### src/rtl/sic_pkg.sv
// types, widths and status codes for the segment intersection core
`timescale 1ns / 1ps
`default_nettype none

package sic_pkg;

  localparam int CB         = 24;        // coordinate width, Q15.8
  localparam int VW         = CB + 1;    // difference vector width
  localparam int PW         = 2 * VW;    // product width
  localparam int XW         = PW + 1;    // signed cross product width
  localparam int MW         = PW;        // cross product magnitude width
  localparam int RW         = MW + 2;    // partial remainder sum width
  localparam int TW         = 32;        // threshold register width
  localparam int DIV_STAGES = VW;
  localparam int LATENCY    = 3 + 2 + DIV_STAGES + 1;

  typedef enum logic [1:0] {
    ST_HIT      = 2'd0,
    ST_PARALLEL = 2'd1,
    ST_OUTSIDE  = 2'd2
  } status_t;

  typedef struct packed {
    logic signed [CB-1:0] a_start_x;
    logic signed [CB-1:0] a_start_y;
    logic signed [CB-1:0] a_end_x;
    logic signed [CB-1:0] a_end_y;
    logic signed [CB-1:0] b_start_x;
    logic signed [CB-1:0] b_start_y;
    logic signed [CB-1:0] b_end_x;
    logic signed [CB-1:0] b_end_y;
  } in_item_t;

  typedef struct packed {
    status_t              status;
    logic signed [CB-1:0] cross_x;
    logic signed [CB-1:0] cross_y;
  } out_item_t;

  // cross products plus what the point calculation needs later
  typedef struct packed {
    logic signed [XW-1:0] d;
    logic signed [XW-1:0] tn;
    logic signed [XW-1:0] sn;
    logic signed [CB-1:0] p1x;
    logic signed [CB-1:0] p1y;
    logic signed [VW-1:0] v1x;
    logic signed [VW-1:0] v1y;
  } geo_t;

  // classified transaction headed for the divider
  typedef struct packed {
    status_t              status;
    logic [MW-1:0]        n;
    logic [MW-1:0]        d;
    logic [VW-1:0]        ax;
    logic [VW-1:0]        ay;
    logic                 negx;
    logic                 negy;
    logic signed [CB-1:0] p1x;
    logic signed [CB-1:0] p1y;
  } cls_t;

  function automatic logic signed [VW-1:0] sx(input logic signed [CB-1:0] a);
    return {a[CB-1], a};
  endfunction

endpackage

`default_nettype wire

### src/rtl/sic_classify.sv
// sign normalization and parallel / outside tests, two stages
`timescale 1ns / 1ps
`default_nettype none

module sic_classify import sic_pkg::*; (
  input  wire logic          clk,
  input  wire logic          rst_n,
  input  wire logic [TW-1:0] thr,
  input  wire logic          geo_valid,
  input  wire geo_t          geo,
  output logic               cls_valid,
  output cls_t               cls
);

  // stage 4: flip signs so d is non-negative, vector magnitudes
  logic                 n_valid_r;
  logic                 dzero_r;
  logic signed [XW-1:0] dmag_r, tnn_r, snn_r;
  logic [VW-1:0]        ax_r, ay_r;
  logic                 negx_r, negy_r;
  logic signed [CB-1:0] p1x_r, p1y_r;

  always_ff @(posedge clk) begin
    if (!rst_n) begin
      n_valid_r <= 1'b0;
    end else begin
      n_valid_r <= geo_valid;
    end
    dzero_r <= (geo.d == '0);
    dmag_r  <= geo.d[XW-1] ? -geo.d  : geo.d;
    tnn_r   <= geo.d[XW-1] ? -geo.tn : geo.tn;
    snn_r   <= geo.d[XW-1] ? -geo.sn : geo.sn;
    ax_r    <= geo.v1x[VW-1] ? VW'(-geo.v1x) : VW'(geo.v1x);
    ay_r    <= geo.v1y[VW-1] ? VW'(-geo.v1y) : VW'(geo.v1y);
    negx_r  <= geo.v1x[VW-1];
    negy_r  <= geo.v1y[VW-1];
    p1x_r   <= geo.p1x;
    p1y_r   <= geo.p1y;
  end

  // stage 5: decide status
  logic    parallel, outside;
  status_t status;

  always_comb begin
    parallel = dzero_r || ($unsigned(dmag_r) < XW'(thr));
    outside  = tnn_r[XW-1] || snn_r[XW-1] || (tnn_r > dmag_r) || (snn_r > dmag_r);
    if (parallel) begin
      status = ST_PARALLEL;
    end else if (outside) begin
      status = ST_OUTSIDE;
    end else begin
      status = ST_HIT;
    end
  end

  logic cls_valid_r;
  cls_t cls_r;

  always_ff @(posedge clk) begin
    if (!rst_n) begin
      cls_valid_r <= 1'b0;
    end else begin
      cls_valid_r <= n_valid_r;
    end
    cls_r.status <= status;
    cls_r.n      <= tnn_r[MW-1:0];
    cls_r.d      <= dmag_r[MW-1:0];
    cls_r.ax     <= ax_r;
    cls_r.ay     <= ay_r;
    cls_r.negx   <= negx_r;
    cls_r.negy   <= negy_r;
    cls_r.p1x    <= p1x_r;
    cls_r.p1y    <= p1y_r;
  end

  assign cls_valid = cls_valid_r;
  assign cls       = cls_r;

endmodule

`default_nettype wire

### config.mk
export PLATFORM = sky130hd
export DESIGN_NAME = sic_classify
export DESIGN_NICKNAME = d
export VERILOG_FILES = /design/src/rtl/sic_pkg.sv /design/src/rtl/sic_classify.sv
export SDC_FILE = /design/constraint.sdc
export NUM_CORES = 1
export LEC_CHECK = 0
export BUFFER_PORTS_ARGS = -buffer_cell sky130_fd_sc_hd__buf_2
export CORE_AREA = 3 3 213 215
export CTS_CLUSTER_DIAMETER = 60
export DETAILED_ROUTE_END_ITERATION = 8
export DIE_AREA = 0 0 216 218
export PLACE_DENSITY = 0.58
export SETUP_SLACK_MARGIN = 0.05
export SYNTH_ARGS = -nofsm -noshare
export SYNTH_HDL_FRONTEND = slang
export SYNTH_SLANG_ARGS = --single-unit
### constraint.sdc
create_clock -name clk -period 4.8 [get_ports clk]
set_input_delay 0.48 -clock clk [delete_from_list [all_inputs] [get_ports clk]]
set_output_delay 0.48 -clock clk [all_outputs]
set_load 0.03 [all_outputs]
== Word-level counts from Yosys, hierarchy flattened ==
Cells that the tools add are included.

* Register bits: 458
* Input port bits: 286
* Output and inout port bits: 203

* $add $sub $neg: 5
* Order comparisons: 3
* Mux-type cells: 6
* Reductions and logical operators: 5

{| class="wikitable"
|+ Operators by type and width
! cell !! number
|-
| 51-bit negation || 3
|-
| 51-bit greater-than comparator || 2
|-
| 51-bit two-way mux || 2
|-
| 51-bit logical NOT || 1
|-
| 51-bit by 32-bit < comparator with 1-bit output || 1
|-
| 50-bit two-way mux || 1
|-
| 25-bit negation || 2
|-
| 24-bit two-way mux || 2
|-
| 1-bit logical OR || 4
|-
| 2-bit two-way mux || 1
|}

== Depth between registers and ports, before layout ==
* Word-level depth: 4
* Gate-level depth with buffers: 11
* Depth with buffers taken out: 9

== Worst setup path after synthesis ==
OpenSTA, ideal clock, no wires.

* Kind: input to register
* Start: input port geo[210] (netlist bit)
* End: register dmag_r[44]
* Library setup time: 0.072 ns
* Arrival: 2.843 ns
* Data required time: 4.728 ns
* Path slack: 1.885 ns
* Stages on the path: 8
* Buffers on the path: 1
* Cells stage by stage: or4_4 > nor4_4 > or3b_1 > or3_1 > buf_2 > or4_4 > o31ai_2 > xnor2_1

* Cells in the longest elaborated chain, start to end: 2

{| class="wikitable"
|+ RTL lines
! item !! line !! source
|-
| start, declared || sic_classify.sv:10 || <nowiki>input wire geo_t geo,</nowiki>
|-
| 51-bit negation || sic_classify.sv:30 || <nowiki>dmag_r <= geo.d[XW-1] ? -geo.d : geo.d;</nowiki>
|-
| 50-bit two-way mux || sic_classify.sv:30 ||
|-
| end signal, assigned || sic_classify.sv:30 ||
|-
| end, declared || sic_classify.sv:18 || <nowiki>logic signed [XW-1:0] dmag_r, tnn_r, snn_r;</nowiki>
|}

Every way passes these cells.
A chain may end at the register's enable or synchronous reset.

== Worst setup path in the final report ==
* Start: register dmag_r[40]
* End: register cls_r, in the netlist cls[201]

* Cells in the longest elaborated chain, start to end: 4
* Elaborated cells on any way between the ends: 7
* Classes of those cells: order compare: 3; mux: 1; reduce/logical: 3

{| class="wikitable"
|+ RTL lines
! item !! line !! source
|-
| 51-bit greater-than comparator || sic_classify.sv:47 || <nowiki>outside = tnn_r[XW-1] || snn_r[XW-1] || (tnn_r > dmag_r) || (snn_r > dmag_r);</nowiki>
|-
| 1-bit logical OR (2 in series) || sic_classify.sv:47 ||
|-
| 2-bit two-way mux || sic_classify.sv:50 || <nowiki>end else if (outside) begin</nowiki>
|-
| end, declared || sic_classify.sv:58 || <nowiki>cls_t cls_r;</nowiki>
|}

Parallel ways exist; a longest one is shown, timed or not.

==> out/metrics.yaml <==
grt:
  grt_max_degree: 108
  grt_pass1_wl_mm: 73.6
  gr-total-overflow: 0
  antenna_found_initial: 14
  grt_pass1_vias: 12700
  grt.total_usage_pct: 20.4
sta:
  drv_slew: 0
  tightest_slew_ps: 1160
  period_minus_slack_ps: 2850
  slew_headroom_pct: 22.9
  post-route-period-util_pct: 59.4
  finClkSkew_ps: 17.6
  max_clock_freq_ghz: 0.351
  rsz0062_at_grt: "false"
  setup_violations: 0
  setup_tns_ps: 0
  hold_viol: 0
  worst_slack_ps: 1950
cells_and_area:
  final_nets: 2488
  fin_area_sq_mm: 0.0218
  regArea_sq_mm: 0.00917
  multiInputGateArea_sq_mm: 0.00691
  final_util_pct: 49.7
  fill_cells: 4068
  drive_gt1_share_pct: 27.8
  area_growth_pct: 31.8
die:
  die_w_um: 216
  die-area_sq_mm: 0.0471
  initial_core_util_pct: 37.7
  num_rows: 77
  core_sq_mm: 0.0439
  io_pins: 489
  die_height_um: 218
cts:
  worstSkewPairLatency_ps: 570
  hold_buffers: 49
  post_cts_buffers: 0
  cts.path.max_buffers: 3
  post_cts_resized: 0
  numCtsBuffers: 48
  cts_tree: "yes"
  cts.sinks: 458
  clockRootBuffer: "clkbuf_16"
  htreeDepth: 2
  clkTransAtPathRegs_ps: 60
placed_design:
  io_buffer_count: 488
  pre_cts_ws_ps: 1410
  gp_congestion: 0.846
  place_area_sq_mm: 0.0197
  post-dp-hpwl_mm: 40.8
logic_synthesis:
  synth_cell_types: 59
  ys_warn_count: 0
  avgSynthCellArea_sq_um: 11.0
  synth_area_leaders: "dfxtp_1 (55%), ha_1 (10%), xnor2_1 (9.7%), inv_1 (2.3%), o31ai_1 (2.1%)"
  synth.most_common_cell: "dfxtp_1"
  synth_cells: 1502
  synth_nets: 1926
  synth_top_area_share_pct: 55.4
  synth_flop_cell: "dfxtp_1"
  synth_common_cells: "dfxtp_1 (458), xnor2_1 (184), ha_1 (138)"
  yosysSeqAreaShare_pct: 55.4
  syn-cell-area_sq_mm: 0.0166
  synth_edf_count: 0
  synth_area_leader_cell: "dfxtp_1"
  ys_async_sr_fraction_pct: 0
  synth_seq_cells: 458
pwr:
  peakVddDrop_uv: 290
  powerDensity_mw_per_mm2: 440
  leakagePower_nw: 9.65
critical_path:
  worst-r2r-setup-slack_ps: 1950
  slowest_delay_ps: 700
  r2r-end: "cls[201]"
  path_buf_inv: 1
  crit_family: "simple AND/OR/NAND/NOR gates"
  arrival_ps: 3320
  r2r_start: "dmag_r[40]"
  cp_num_cells: 9
  critPathMostFrequentCell: "nand4_1"
  crit_start: "dmag_r[40]"
  start_kind: "flop"
  crit_chain: "inv_1 > ha_1 > nand4_1 > nor4_1 > nand4_1 > and2_1 > a221o_1 > o21ai_0 > nand2_1"
  required_ps: 5270
  crit_path_end: "cls[201]"
  criticalPathCategory: "reg2reg"
  cp_max_fo: 4
  end_kind: "flop"
  crit_path_top_delay_cell: "nor4_1"
  reg2regPathDepth: 9
route:
  dr.first_iter.drc_count: 689
  routed_wl_mm: 50.2
  firstDrtPassIters: 5
  wl_per_cell_um: 18.6
  dr_total_vias: 12900
  vias_per_cell: 4.77
  drc: 0
  ant_nets: 0
flow_run:
  maxCapViolCount: 0
min_path:
  hold_class: "in2reg"
  hp-start: "geo[98]"
run_status:
  status: "finished, final reports clean"
## flip-flops by register name (all words and copies together) (netlist names)
name,cells
dmag_r,51
n_valid_r,1
ax_r,25
cls_valid,1
tnn_r,51
negx_r,1
p1y_r,24
dzero_r,1
negy_r,1
cls,202
p1x_r,24
snn_r,51
ay_r,25
## metal layers
layer | vias up | track usage [%] | routed length [um]
li1 | 6433 | - | -
met1 | 5978 | 25.1 | 21300
met2 | 353 | 34.0 | 23900
met3 | 94 | 6.66 | 3730
met4 | 14 | 6.68 | 1210
met5 | - | 0 | 103
## worst min path at each step
stage / slack, ps / endpoint / cells past startpoint
5_1_grt: 20 / ax_r[0] / 1
2_1_floorplan: 310 / cls[0] / 0
3_3_place_gp: 310 / cls[35] / 0
3_5_place_dp: 310 / cls[16] / 0
4_1_cts: 8 / ax_r[0] / 1
6_report: 50 / snn_r[0] / 1
## cells by family after synthesis
| logic type | synth area share, % |
|---|---|
| flops | 55.4 |
| simple gates | 10.5 |
| compound gates | 10.8 |
| xor+xnor | 10.0 |
| fa+ha+maj | 10.4 |
| buf+inv | 2.90 |
## report_power, final
part	total [mW]	internal, mW	switching [mW]
clock	3.83	2.32	1.50
sequential	4.31	4.16	0.152
combinational	1.46	0.554	0.901
## cell usage in the layout, fill, tap and decap left out, types with 31 or more instances in the layout
| master | Yosys | final |
|---|---|---|
| dfxtp_1 | 458 | 458 |
| xnor2_1 | 184 | 184 |
| o31ai_1 | 47 | 47 |
| dlygate4sd3_1 | 0 | 49 |
| nand2_1 | 91 | 91 |
| o21ai_0 | 36 | 36 |
| o21ai_1 | 54 | 54 |
| a21oi_1 | 64 | 64 |
| nand4_1 | 31 | 31 |
| inv_1 | 100 | 100 |
| buf_2 | 3 | 487 |
| ha_1 | 138 | 138 |
| clkbuf_16 | 0 | 49 |
## through the flow
step / cells / hold WS [ps] / power, mW
after floorplan: 1502 / 310 / 5.24
after global placement: 2557 / 310 / 5.79
after detailed placement: 2557 / 312 / 5.82
after CTS: 2692 / 7.99 / 9.71
after global routing: 2696 / 22.3 / 10.0
final: 2698 / 51.5 / 9.60
## final cells by class
type | instances | share of cell area (%)
Tap cell | 592 | 3.39
Sequential cell | 458 | 42.0
Clock inverter | 14 | 1.05
Timing Repair Buffer | 538 | 13.5
Antenna cell | 6 | 0.0688
Inverter | 101 | 1.74
Clock buffer | 72 | 6.52
Multi-Input combinational cell | 917 | 31.7
(Power assumes the default switching activity.)
